[src/rwgq_pkg.sv]
// Shared types and codes for the reader/writer grant queue.
// Used by rwgq_ctrl, rwgq_dp and reader_writer_grant_queue_top.
`timescale 1ns / 1ps

package rwgq_pkg;

  localparam int DEF_QUEUE_DEPTH = 16;
  localparam int DEF_STAMP_BITS  = 31;
  localparam int DEF_TAG_BITS    = 16;

  localparam int CMD_W       = 3;
  localparam int KIND_W      = 3;
  localparam int MODE_W      = 2;
  localparam int READER_BITS = 16;

  localparam logic [READER_BITS-1:0] READER_MAX = '1;

  // commands
  localparam logic [CMD_W-1:0] CMD_UNRIG_REQ = 3'd0;
  localparam logic [CMD_W-1:0] CMD_READ_REQ  = 3'd1;
  localparam logic [CMD_W-1:0] CMD_WRITE_REQ = 3'd2;
  localparam logic [CMD_W-1:0] CMD_READ_REL  = 3'd3;
  localparam logic [CMD_W-1:0] CMD_WRITE_REL = 3'd4;

  // access modes
  localparam logic [MODE_W-1:0] MODE_UNRIG = 2'd0;
  localparam logic [MODE_W-1:0] MODE_READ  = 2'd1;
  localparam logic [MODE_W-1:0] MODE_WRITE = 2'd2;

  // holder state
  localparam logic [1:0] HOLD_IDLE  = 2'd0;
  localparam logic [1:0] HOLD_READ  = 2'd1;
  localparam logic [1:0] HOLD_WRITE = 2'd2;

  // result kinds
  localparam logic [KIND_W-1:0] KIND_DISPATCH = 3'd0;
  localparam logic [KIND_W-1:0] KIND_QUEUED   = 3'd1;
  localparam logic [KIND_W-1:0] KIND_DROPPED  = 3'd2;
  localparam logic [KIND_W-1:0] KIND_RELEASED = 3'd3;
  localparam logic [KIND_W-1:0] KIND_ERROR    = 3'd4;

  // controller -> datapath
  typedef struct packed {
    logic load;
    logic exec;
    logic drain;
  } ctrl_t;

  // datapath -> controller
  typedef struct packed {
    logic out_free;
    logic go_drain;
    logic drain_more;
  } stat_t;

endpackage

[src/rwgq_ctrl.sv]
// Sequencing state machine for the grant queue.
// Depends on rwgq_pkg; drives rwgq_dp through ctrl_t, reads stat_t.
`timescale 1ns / 1ps

module rwgq_ctrl (
  input  logic            clk,
  input  logic            rst,
  input  logic            s_tvalid,
  output logic            s_tready,
  output rwgq_pkg::ctrl_t ctrl,
  input  rwgq_pkg::stat_t stat
);
  import rwgq_pkg::*;

  localparam logic [1:0] ST_IDLE     = 2'd0;
  localparam logic [1:0] ST_EXEC     = 2'd1;
  localparam logic [1:0] ST_DRAIN    = 2'd2;
  localparam logic [1:0] ST_DRAIN_RD = 2'd3;

  logic [1:0] state;
  logic [1:0] state_next;

  always_comb begin
    state_next = state;
    s_tready   = 1'b0;
    ctrl       = '0;
    case (state)
      ST_IDLE: begin
        s_tready = 1'b1;
        if (s_tvalid) begin
          ctrl.load  = 1'b1;
          state_next = ST_EXEC;
        end
      end
      ST_EXEC: begin
        if (stat.out_free) begin
          ctrl.exec  = 1'b1;
          state_next = stat.go_drain ? ST_DRAIN : ST_IDLE;
        end
      end
      ST_DRAIN: begin
        if (stat.out_free) begin
          ctrl.drain = 1'b1;
          state_next = stat.drain_more ? ST_DRAIN_RD : ST_IDLE;
        end
      end
      // head moved: wait in ST_DRAIN_RD for the queue read to catch up
      ST_DRAIN_RD: state_next = ST_DRAIN;
      default:     state_next = ST_IDLE;
    endcase
  end

  always_ff @(posedge clk) begin
    if (rst) begin
      state <= ST_IDLE;
    end else begin
      state <= state_next;
    end
  end

endmodule

[src/rwgq_dp.sv]
// Datapath: holder state, reader count, stamp, wait queue memory,
// pending drain result and output register. Depends on rwgq_pkg.
`timescale 1ns / 1ps

module rwgq_dp #(
  parameter int QUEUE_DEPTH = rwgq_pkg::DEF_QUEUE_DEPTH,
  parameter int STAMP_BITS  = rwgq_pkg::DEF_STAMP_BITS,
  parameter int TAG_BITS    = rwgq_pkg::DEF_TAG_BITS
) (
  input  logic                               clk,
  input  logic                               rst,
  input  rwgq_pkg::ctrl_t                    ctrl,
  output rwgq_pkg::stat_t                    stat,
  input  logic [rwgq_pkg::CMD_W-1:0]         in_cmd,
  input  logic [STAMP_BITS-1:0]              in_stamp,
  input  logic [TAG_BITS-1:0]                in_tag,
  input  logic                               out_ready,
  output logic                               out_valid,
  output logic [rwgq_pkg::KIND_W-1:0]        out_kind,
  output logic [TAG_BITS-1:0]                out_tag,
  output logic [rwgq_pkg::MODE_W-1:0]        out_mode,
  output logic                               out_copy,
  output logic [STAMP_BITS-1:0]              out_stamp,
  output logic [$clog2(QUEUE_DEPTH+1)-1:0]   out_wait,
  output logic                               out_last
);
  import rwgq_pkg::*;

  localparam int HW      = $clog2(QUEUE_DEPTH);
  localparam int FW      = $clog2(QUEUE_DEPTH + 1);
  localparam int ENTRY_W = STAMP_BITS + TAG_BITS + MODE_W;

  // latched input item
  logic [CMD_W-1:0]      cmd_q;
  logic [STAMP_BITS-1:0] stamp_q;
  logic [TAG_BITS-1:0]   tag_q;

  logic [1:0]             holder, holder_next;
  logic [READER_BITS-1:0] reader_count, count_next;
  logic [STAMP_BITS-1:0]  version, version_next;
  logic [HW-1:0]          head, head_next;
  logic [FW-1:0]          fill, fill_next;

  logic [ENTRY_W-1:0] mem [QUEUE_DEPTH];
  logic [ENTRY_W-1:0] rd_q;

  logic                pend_valid;
  logic [TAG_BITS-1:0] pend_tag;
  logic [MODE_W-1:0]   pend_mode;
  logic                pend_copy;

  logic [STAMP_BITS-1:0] rd_stamp;
  logic [TAG_BITS-1:0]   rd_tag;
  logic [MODE_W-1:0]     rd_mode;
  logic [MODE_W-1:0]     req_mode;
  logic [HW:0]           tail_sum;
  logic [HW-1:0]         tail;
  logic [HW-1:0]         head_inc;
  logic fill_zero, fill_full, head_write, read_ok, req_grant, ent_grant, is_req;
  logic rel_read_ok, rel_write_ok, rel_idle;

  logic              wr_en, pend_set, emit;
  logic [KIND_W-1:0] e_kind;
  logic [TAG_BITS-1:0] e_tag;
  logic [MODE_W-1:0] e_mode;
  logic              e_copy, e_last;
  logic [FW-1:0]     e_wait;

  assign rd_stamp = rd_q[ENTRY_W-1 -: STAMP_BITS];
  assign rd_tag   = rd_q[MODE_W +: TAG_BITS];
  assign rd_mode  = rd_q[MODE_W-1:0];
  assign req_mode = cmd_q[MODE_W-1:0];

  assign fill_zero  = (fill == '0);
  assign fill_full  = (fill == FW'(QUEUE_DEPTH));
  assign head_write = !fill_zero && (rd_mode == MODE_WRITE);
  assign read_ok    = (reader_count != READER_MAX) &&
                      (holder == HOLD_IDLE || holder == HOLD_READ);

  assign req_grant = (cmd_q == CMD_UNRIG_REQ) ||
                     (cmd_q == CMD_READ_REQ && !head_write && read_ok) ||
                     (cmd_q == CMD_WRITE_REQ && holder == HOLD_IDLE);
  // a drained head is never blocked by itself
  assign ent_grant = (rd_mode == MODE_UNRIG) ||
                     (rd_mode == MODE_READ && read_ok) ||
                     (rd_mode == MODE_WRITE && holder == HOLD_IDLE);
  assign is_req       = (cmd_q == CMD_UNRIG_REQ) || (cmd_q == CMD_READ_REQ) ||
                        (cmd_q == CMD_WRITE_REQ);
  assign rel_read_ok  = (cmd_q == CMD_READ_REL) && (reader_count != '0) &&
                        (holder == HOLD_READ);
  assign rel_write_ok = (cmd_q == CMD_WRITE_REL) && (holder == HOLD_WRITE);
  assign rel_idle     = rel_write_ok ||
                        (rel_read_ok && reader_count == READER_BITS'(1));

  assign stat.go_drain   = rel_idle && !fill_zero;
  assign stat.drain_more = !fill_zero && ent_grant;
  assign stat.out_free   = !out_valid || out_ready;

  assign tail_sum = (HW+1)'(head) + (HW+1)'(fill);
  assign tail     = (tail_sum >= (HW+1)'(QUEUE_DEPTH)) ?
                    HW'(tail_sum - (HW+1)'(QUEUE_DEPTH)) : tail_sum[HW-1:0];
  assign head_inc = (head == HW'(QUEUE_DEPTH - 1)) ? '0 : head + 1'b1;

  always_comb begin
    holder_next  = holder;
    count_next   = reader_count;
    version_next = version;
    head_next    = head;
    fill_next    = fill;
    wr_en        = 1'b0;
    pend_set     = 1'b0;
    emit         = 1'b0;
    e_kind       = KIND_RELEASED;
    e_tag        = '0;
    e_mode       = MODE_UNRIG;
    e_copy       = 1'b0;
    e_last       = 1'b1;
    e_wait       = fill;
    if (ctrl.exec) begin
      if (is_req) begin
        emit = 1'b1;
        if (req_grant) begin
          if (cmd_q == CMD_READ_REQ) begin
            count_next  = reader_count + 1'b1;
            holder_next = HOLD_READ;
          end else if (cmd_q == CMD_WRITE_REQ) begin
            holder_next = HOLD_WRITE;
          end
          e_kind = KIND_DISPATCH;
          e_tag  = tag_q;
          e_mode = req_mode;
          e_copy = (stamp_q != version);
        end else if (!fill_full) begin
          wr_en     = 1'b1;
          fill_next = fill + 1'b1;
          e_kind    = KIND_QUEUED;
          e_tag     = tag_q;
          e_mode    = req_mode;
        end else begin
          e_kind = KIND_DROPPED;
          e_tag  = tag_q;
          e_mode = req_mode;
        end
      end else if (cmd_q == CMD_READ_REL || cmd_q == CMD_WRITE_REL) begin
        if (!rel_read_ok && !rel_write_ok) begin
          emit   = 1'b1;
          e_kind = KIND_ERROR;
        end else begin
          if (rel_read_ok) begin
            count_next = reader_count - 1'b1;
          end else begin
            version_next = version + 1'b1;
          end
          if (rel_idle) begin
            holder_next = HOLD_IDLE;
          end
          // when the queue drains, results come from the drain steps
          emit = !stat.go_drain;
        end
      end else begin
        emit = 1'b1;
      end
      e_wait = fill_next;
    end else if (ctrl.drain) begin
      if (stat.drain_more) begin
        if (rd_mode == MODE_READ) begin
          count_next  = reader_count + 1'b1;
          holder_next = HOLD_READ;
        end else if (rd_mode == MODE_WRITE) begin
          holder_next = HOLD_WRITE;
        end
        head_next = head_inc;
        fill_next = fill - 1'b1;
        pend_set  = 1'b1;
        // previous grant is not the last one: send it now
        emit   = pend_valid;
        e_last = 1'b0;
      end else begin
        emit = 1'b1;
      end
      if (pend_valid) begin
        e_kind = KIND_DISPATCH;
        e_tag  = pend_tag;
        e_mode = pend_mode;
        e_copy = pend_copy;
      end
    end
  end

  always_ff @(posedge clk) begin
    if (ctrl.load) begin
      cmd_q   <= in_cmd;
      stamp_q <= in_stamp;
      tag_q   <= in_tag;
    end
    if (wr_en) begin
      mem[tail] <= {stamp_q, tag_q, req_mode};
    end
    rd_q <= mem[head];
    if (pend_set) begin
      pend_tag  <= rd_tag;
      pend_mode <= rd_mode;
      pend_copy <= (rd_stamp != version);
    end
    if (emit) begin
      out_kind  <= e_kind;
      out_tag   <= e_tag;
      out_mode  <= e_mode;
      out_copy  <= e_copy;
      out_stamp <= version_next;
      out_wait  <= e_wait;
      out_last  <= e_last;
    end
  end

  always_ff @(posedge clk) begin
    if (rst) begin
      holder       <= HOLD_IDLE;
      reader_count <= '0;
      version      <= '0;
      head         <= '0;
      fill         <= '0;
      pend_valid   <= 1'b0;
      out_valid    <= 1'b0;
    end else begin
      holder       <= holder_next;
      reader_count <= count_next;
      version      <= version_next;
      head         <= head_next;
      fill         <= fill_next;
      if (ctrl.exec) begin
        pend_valid <= 1'b0;
      end else if (pend_set) begin
        pend_valid <= 1'b1;
      end
      if (emit) begin
        out_valid <= 1'b1;
      end else if (out_ready) begin
        out_valid <= 1'b0;
      end
    end
  end

endmodule

[src/reader_writer_grant_queue_top.sv]
// Reader/writer grant queue for one shared object.
// Slave stream: s_tuser carries the command, s_tdata the request stamp and
// job tag. Master stream: one or more results per item, m_tuser the result
// kind, m_tlast marks the final result of an item.
// A request (unrigorous, read, write) is taken into the input register in
// the idle state; the execute state then decides it and loads the result
// into the output register once that register is free.
// A release that leaves the object idle drains the wait queue in order
// until an entry is refused; every drained entry takes a queue memory read,
// then a grant, and the final result takes one more drain step. Each drained
// result is held back one step until it is known whether it is the last.
// One item is in work at a time; s_tready is high only between items. The
// next item may be accepted while the last result still waits in the
// output register. If m_tready stays low the block holds its result and
// stops before loading the next one.
// Reset (rst, synchronous) empties the queue, clears holder, reader count
// and stamp; no clearing pass is needed.
// Depends on rwgq_pkg, rwgq_ctrl and rwgq_dp.
`timescale 1ns / 1ps

module reader_writer_grant_queue_top #(
  parameter int QUEUE_DEPTH = rwgq_pkg::DEF_QUEUE_DEPTH,
  parameter int STAMP_BITS  = rwgq_pkg::DEF_STAMP_BITS,
  parameter int TAG_BITS    = rwgq_pkg::DEF_TAG_BITS
) (
  input  logic clk,
  input  logic rst,
  input  logic s_tvalid,
  output logic s_tready,
  // request_stamp, job_tag
  input  logic [((STAMP_BITS + TAG_BITS + 7) / 8) * 8 - 1:0] s_tdata,
  // command
  input  logic [rwgq_pkg::CMD_W-1:0] s_tuser,
  output logic m_tvalid,
  input  logic m_tready,
  // out_tag, out_mode, copy_needed, current_stamp, waiting_count
  output logic [((TAG_BITS + rwgq_pkg::MODE_W + 1 + STAMP_BITS +
                  $clog2(QUEUE_DEPTH + 1) + 7) / 8) * 8 - 1:0] m_tdata,
  // kind
  output logic [rwgq_pkg::KIND_W-1:0] m_tuser,
  output logic m_tlast
);
  import rwgq_pkg::*;

  localparam int FW       = $clog2(QUEUE_DEPTH + 1);
  localparam int OUT_W    = ((TAG_BITS + MODE_W + 1 + STAMP_BITS + FW + 7) / 8) * 8;
  localparam int COPY_POS = TAG_BITS + MODE_W;
  localparam int WAIT_LSB = TAG_BITS + MODE_W + 1 + STAMP_BITS;

  ctrl_t ctrl;
  stat_t stat;

  logic [TAG_BITS-1:0]   out_tag;
  logic [MODE_W-1:0]     out_mode;
  logic                  out_copy;
  logic [STAMP_BITS-1:0] out_stamp;
  logic [FW-1:0]         out_wait;

  rwgq_ctrl u_ctrl (
    .clk      (clk),
    .rst      (rst),
    .s_tvalid (s_tvalid),
    .s_tready (s_tready),
    .ctrl     (ctrl),
    .stat     (stat)
  );

  rwgq_dp #(
    .QUEUE_DEPTH (QUEUE_DEPTH),
    .STAMP_BITS  (STAMP_BITS),
    .TAG_BITS    (TAG_BITS)
  ) u_dp (
    .clk       (clk),
    .rst       (rst),
    .ctrl      (ctrl),
    .stat      (stat),
    .in_cmd    (s_tuser),
    .in_stamp  (s_tdata[STAMP_BITS-1:0]),
    .in_tag    (s_tdata[STAMP_BITS +: TAG_BITS]),
    .out_ready (m_tready),
    .out_valid (m_tvalid),
    .out_kind  (m_tuser),
    .out_tag   (out_tag),
    .out_mode  (out_mode),
    .out_copy  (out_copy),
    .out_stamp (out_stamp),
    .out_wait  (out_wait),
    .out_last  (m_tlast)
  );

  assign m_tdata = OUT_W'({out_wait, out_stamp, out_copy, out_mode, out_tag});

`ifndef SYNTHESIS
  // one item in work at a time
  a_one_item: assert property (@(posedge clk) disable iff (rst)
    (s_tvalid && s_tready) |=> !s_tready)
    else $error("item accepted while previous one in work");

  a_copy_only_dispatch: assert property (@(posedge clk) disable iff (rst)
    (m_tvalid && m_tuser != KIND_DISPATCH) |-> !m_tdata[COPY_POS])
    else $error("copy flag set on a result that dispatches nothing");

  a_release_clean: assert property (@(posedge clk) disable iff (rst)
    (m_tvalid && (m_tuser == KIND_RELEASED || m_tuser == KIND_ERROR)) |->
    (m_tdata[COPY_POS-1:0] == '0))
    else $error("release result carries tag or mode");

  a_fill_bound: assert property (@(posedge clk) disable iff (rst)
    m_tvalid |-> (m_tdata[WAIT_LSB +: FW] <= FW'(QUEUE_DEPTH)))
    else $error("waiting count beyond queue depth");
`endif

endmodule

[config.mk]
export PLATFORM = sky130hd
export DESIGN_NAME = reader_writer_grant_queue_top
export DESIGN_NICKNAME = d
export VERILOG_FILES = /design/src/rwgq_pkg.sv /design/src/rwgq_ctrl.sv /design/src/rwgq_dp.sv /design/src/reader_writer_grant_queue_top.sv
export SDC_FILE = /design/constraint.sdc
export NUM_CORES = 1
export LEC_CHECK = 0
export BUFFER_PORTS_ARGS = -buffer_cell sky130_fd_sc_hd__buf_2
export CORE_MARGIN = 4
export CORE_UTILIZATION = 40
export CTS_CLUSTER_DIAMETER = 200
export CTS_CLUSTER_SIZE = 20
export DETAILED_ROUTE_END_ITERATION = 12
export SLEW_MARGIN = 20
export SYNTH_ARGS = -nofsm -noshare
export SYNTH_HDL_FRONTEND = slang
export SYNTH_SLANG_ARGS = --single-unit
[constraint.sdc]
create_clock -name clk -period 12 [get_ports clk]
set_input_delay 1.2 -clock clk [delete_from_list [all_inputs] [get_ports clk]]
set_output_delay 1.2 -clock clk [all_outputs]
set_load 0.01 [all_outputs]
* Word level (Yosys, flattened, before mapping)
Memories as Yosys holds them, arrays and structs flattened. A register that Yosys moved wholly into a read port is not among the register bits. Index checks and enable logic that the tools add are counted.
Operators by class: add/sub/neg operators 8, magnitude comparators 1, equal/unequal tests 27, mux-type cells 87, bitwise operators 2, reductions and logical operators 48
Operators by type and width (count):
- $mux 16 | 14
- $mux 31 | 5
- $ne 31x31->1 | 2
- $mux 2 | 23
- $mux 5 | 7
- $add 31x1->31 const B | 1
- $mux 1 | 29
- $mux 3 | 6
- $add 16x1->16 const B | 1
- $eq 16x1->1 const B | 1
- $ne 16x16->1 const B | 1
- $reduce_and 8->1 | 2
- $reduce_bool 16->1 | 1
- $sub 16x1->16 const B | 1
- $logic_and 1x1->1 | 14
- $logic_or 1x1->1 | 10
- $ne 3x1->1 const B | 3
- $eq 2x2->1 const B | 4
- $mux 4 | 2
- $pmux 2 s4 | 1
- $reduce_bool 2->1 | 4
- $eq 2x1->1 const B | 3
- $eq 3x2->1 const B | 2
- $logic_not 1->1 | 6
- other kinds (22) | 30
Word-level totals: flip-flop bits (word level) 190, RAM bits 784, input port bits 55, output and inout bits 62, word-level logic and storage cells 195, memories kept 1
Memories:
- u_dp.mem | words 16, width 49, rd ports 1, clocked after Yosys merged registers in 1, wr ports 1, line rwgq_dp.sv:44 | logic [ENTRY_W-1:0] mem [QUEUE_DEPTH];

* Depth between registers and ports, before layout
depth in word-level cells 13, gate-level depth with buffers 10, mapped depth without buffers 8

* Cells and area by module
Synthesis repeated with hierarchy kept, for this count alone.
Second synthesis, totals: cells, all modules 1886, area, all modules 39046.2 sq um
By module, submodules not included:
- rwgq_dp | instances 1, cells an instance 1869, area an instance 38901.1 sq um, seq. area each 29568.4 sq um
- rwgq_ctrl | instances 1, cells an instance 14, area an instance 126.4 sq um, seq. area each 40.0 sq um
- reader_writer_grant_queue_top | instances 1, cells an instance 3, area an instance 18.8 sq um, seq. area each 0.0 sq um

* Least setup slack after synthesis
OpenSTA, ideal clock, no wires.
path kind input to register, start point input m_tready, end point memory u_dp.mem[8][0] in the netlist's numbering (enable), setup time 0.516 ns, arrival 5.412 ns, data required time 11.484 ns, path slack 6.072 ns, stages on the path 6, path buffers 0, cell sequence nand2b_1 o2111a_1 o31ai_1 nor2_2 nand3_1 nor3_1
Between the ends: longest elaborated chain between the ends 6
RTL lines:
- start, declared | line reader_writer_grant_queue_top.sv:35 | input logic m_tready,
- $logic_or 1x1->1 | line rwgq_dp.sv:97 | assign stat.out_free = !out_valid || out_ready;
- $mux 1 | line rwgq_ctrl.sv:36 | if (stat.out_free) begin
- $mux 1 | line rwgq_ctrl.sv:27 | case (state)
- $mux 1 | line rwgq_dp.sv:119 | if (ctrl.exec) begin
- $mux 1 | line rwgq_dp.sv:196 | if (wr_en) begin
- $mux 1 (implied by the code) | line rwgq_dp.sv:197 | mem[tail] <= {stamp_q, tag_q, req_mode};
- end, declared | line rwgq_dp.sv:44
Every way passes these cells.

* Worst setup path in the final report
start point register u_dp.head[1], end point memory u_dp.mem[13][3] in the netlist's numbering (enable)
Between the ends: longest elaborated chain between the ends 3, elaborated cells between the ends (all ways) 4, classes of those cells add/sub: 2; order compare: 1; mux: 1
RTL lines:
- start, declared | line rwgq_dp.sv:41 | logic [HW-1:0] head, head_next;
- start signal, assigned | line rwgq_dp.sv:229 | head <= head_next;
- $add 4x5->5 * | line rwgq_dp.sv:99 | assign tail_sum = (HW+1)'(head) + (HW+1)'(fill);
- $sub 4x1->4 or $ge 5x5->1 (tied branches) | line rwgq_dp.sv:101, rwgq_dp.sv:100
- $mux 4 * | line rwgq_dp.sv:100 | assign tail = (tail_sum >= (HW+1)'(QUEUE_DEPTH)) ?
Every way passes the cells marked *; elsewhere a longest branch is shown, timed or not.

==> results.toml <==
[synth]
yosysWarnings = 0
synth_top_family_by_area = "multiplexers"
async_flop_share = 0
synthCells = 1914
synthXorXnorAreaFrac = 0.0234
synth-seq-cells = 1023
ys.flop_type = "edfxtp_1"
yosys.area.top_type = "edfxtp_1"
syn-cell-area_um2 = 39200
synth_area_leaders = "edfxtp_1 (70%), mux4_2 (14%), dfxtp_1 (5.7%)"
synth_top_area_share = 0.698
syn_area_per_cell_um2 = 20.5
yosys.area_share.simple = 0.0416
synth_compound_area_frac = 0.0203
synth_cell_types = 71
syn-num-nets = 1981
synth_edf_count = 912
yosys-mux-area-fraction = 0.143
synthAdderAreaFrac = 0.00402
seq_area_frac_synth = 0.755

[placement]
dpl.hpwl_um = 49700
place_ws_ns = 7.04
numPortBuffers = 114
dp.cells = 3232
place_congestion = 0.803

[worst_setup_path]
worstPathRequired_ns = 12.28
crit_path_top_delay_cell = "nor2_4"
critPathLaunchType = "flop"
cpPeakStageDelay_ns = 0.89
cp_cell_sequence = "buf_4, ha_1, a21o_1, a21oi_1, xor2_1, nand3_1, nor2_4, buf_4"
path_buf_inv = 2
cp.arrival_ns = 4.97
critical_path_class = "reg2reg"
r2r_end = "u_dp.mem[13][3]"
worstRegToRegCells = 8
crit_family = "buffers and inverters"
r2r-start = "u_dp.head[1]"
path_max_fanout = 60
r2r_setup_slack_ns = 7.31
endpoint_kind = "flop"
cpMostUsedCell = "buf_4"

[clocking]
cts.hold.buffers_added = 0
cts_setup_buffers = 0
tritoncts = "done"
cts.sinks = 1023
clk_latency_ns = 0.66
root_buffer = "clkbuf_16"
path_clk_slew_ns = 0.08
cts_buffer_depth = 3
ctsResizeCount = 0
numCtsBuffers = 57
cts_max_level = 2

[floorplan]
die-area_um2 = 103000
start_util = 0.404
coreArea_um2 = 97000
rows = 114
die_y_um = 321
fp.dieW_um = 321
io_pins = 117

[detailed_routing]
wl_per_cell_um = 26.8
drcViolationCount = 0
drt_iter0_drc = 1931
routed_wl_um = 89400
ant_nets = 0
num_vias = 18700
vias_per_cell = 5.61
drt_pre_antenna_iters = 5

[timing]
slew_headroom = 0.247
worst_pin_slew_ns = 1.13
hold_viol = 0
fin_crit_ns = 4.69
grt_setup_unrepaired = "false"
fmax_mhz = 213
fin_skew_ns = 0.0334
tns_ns = 0
post-route-period-util = 0.391
slew_viol_final = 0
worst_slack_ns = 7.31
setup_viol = 0

[worst_hold_path]
hold-path-cell-count = 0
hold_class = "reg2reg"
hp-start = "u_dp.rd_q[7]"
hold-path-endpoint = "u_dp.pend_tag[5]"

[power_and_ir_drop]
finalPower_uw = 6120
power.density_nw_per_um2 = 142
vdd_drop_max_mv = 0.103
p_leak_uw = 0.0131

[global_route]
grt_usage = 0.172
grt_pass1_wl_um = 131000
grt_pass1_vias = 19000
overflow = 0
grt_max_degree = 69
antenna_found_initial = 2

[cells_and_area]
syn2layout_area_growth_pct = 9.74
drive_gt1_frac = 0.249
antennaDiodeCount = 0
fin_nets = 2082
instances_no_fill = 3338
filler_cell_count = 8199
final_util = 0.444

[status]
status = "completed"

[job]
cap_viol_max_count = 0
-- synth_stat cells (all sizes together) (11+ instances only) --
cell and instances:
a21oi 29, a22o 18, and2 35, buf 51
clkbuf 60, dfxtp 111, edfxtp 912, ha 11
inv 11, mux4 245, nand2 32, nand3 32
nand4 25, nor2 65, nor3 21, nor4 20
o21ai 16, o31ai 12, or4 13, xnor2 43
xor2 62
-- stage by stage --
step                      hold WS (ns)  area, µm²
after global placement           0.389      41400
after global routing             0.418      43000
final                            0.410      43000
after CTS                        0.412      43000
after floorplan                  0.386      39200
after detailed placement         0.390      41400
-- cells by family after synthesis --
kind of cell | after synthesis
xor+xnor | 105
compound gates | 113
fa+ha+maj | 12
mux | 252
buf+inv | 122
other cells | 1
simple gates | 286
flops | 1023
-- worst max path at each step --
stage                             from                to  slack (ns)  cells past startpoint
final                     u_dp.head[1]   u_dp.mem[13][3]        7.31                      8
after detailed placement      m_tready   u_dp.mem[13][7]        7.04                      8
after global routing      u_dp.head[1]  u_dp.mem[13][34]        7.05                      8
after floorplan               m_tready    u_dp.mem[8][0]        6.07                      6
after global placement        m_tready   u_dp.mem[13][3]        7.10                      8
after CTS                 u_dp.head[1]   u_dp.mem[13][3]        7.25                      8
-- layer usage --
metal,global-route usage,up-vias,share of wire
li1,-,7976,-
met1,0.247,10100,0.44
met2,0.285,561,0.49
met5,0,-,0.00015
met3,0.0236,100,0.055
met4,0.0331,2,0.017
-- power by group --
| group | total (µW) | switching, µW | internal [µW] | leakage (µW) |
|---|---|---|---|---|
| clock network | 2040 | 1110 | 932 | 0.000795 |
| logic | 118 | 77.7 | 40.4 | 0.00319 |
| registers | 3960 | 55.0 | 3910 | 0.00915 |
| total | 6120 | 1240 | 4880 | 0.0131 |
-- flip-flops by register name (all words and copies together) (netlist names), 16 cells and up --
name	count
u_dp.mem	784
u_dp.rd_q	49
u_dp.out_stamp	31
u_dp.stamp_q	31
u_dp.version	31
u_dp.out_tag	16
u_dp.pend_tag	16
u_dp.reader_count	16
u_dp.tag_q	16
-- worst reg2reg max path: stages, from the launching register on --
cell and delay, ns:
dfxtp_4 0.53, buf_4 0.77, ha_1 0.39, a21o_1 0.16
a21oi_1 0.25, xor2_1 0.25, nand3_1 0.34, nor2_4 0.89
buf_4 0.69
-- cells in the final DEF, fill, tap and decap left out, types with 6 or more instances in the layout --
master and n:
dfxtp_1 107, or3_1 6, xor2_1 62, buf_2 114, mux4_2 245, nand2b_1 8
a22o_1 18, and2_1 34, nand4_1 24, ha_1 11, or4_1 13, nor2_1 50
a31oi_1 7, nor3_2 11, mux2_2 6, nor3_1 10, nand2_1 32, a21oi_1 28
clkbuf_16 59, clkbuf_1 45, edfxtp_1 912, o21ai_0 14, nand3_1 31, o31ai_1 12
xnor2_1 43, buf_4 38, nor2_4 13, nor2b_1 8, inv_1 11, nor4_1 16
-- cell type report --
class / count / area, µm² / area share
clock buffers: 104 / 1650 / 0.0382
clock inverters: 2 / 28.8 / 0.000669
inverters: 11 / 41.3 / 0.000959
multi-input cells: 769 / 9240 / 0.215
flip-flops and latches: 1023 / 29600 / 0.688
well taps: 1276 / 1600 / 0.0371
repair buffers: 153 / 867 / 0.0201
Power figures use the tool's default switching activity.
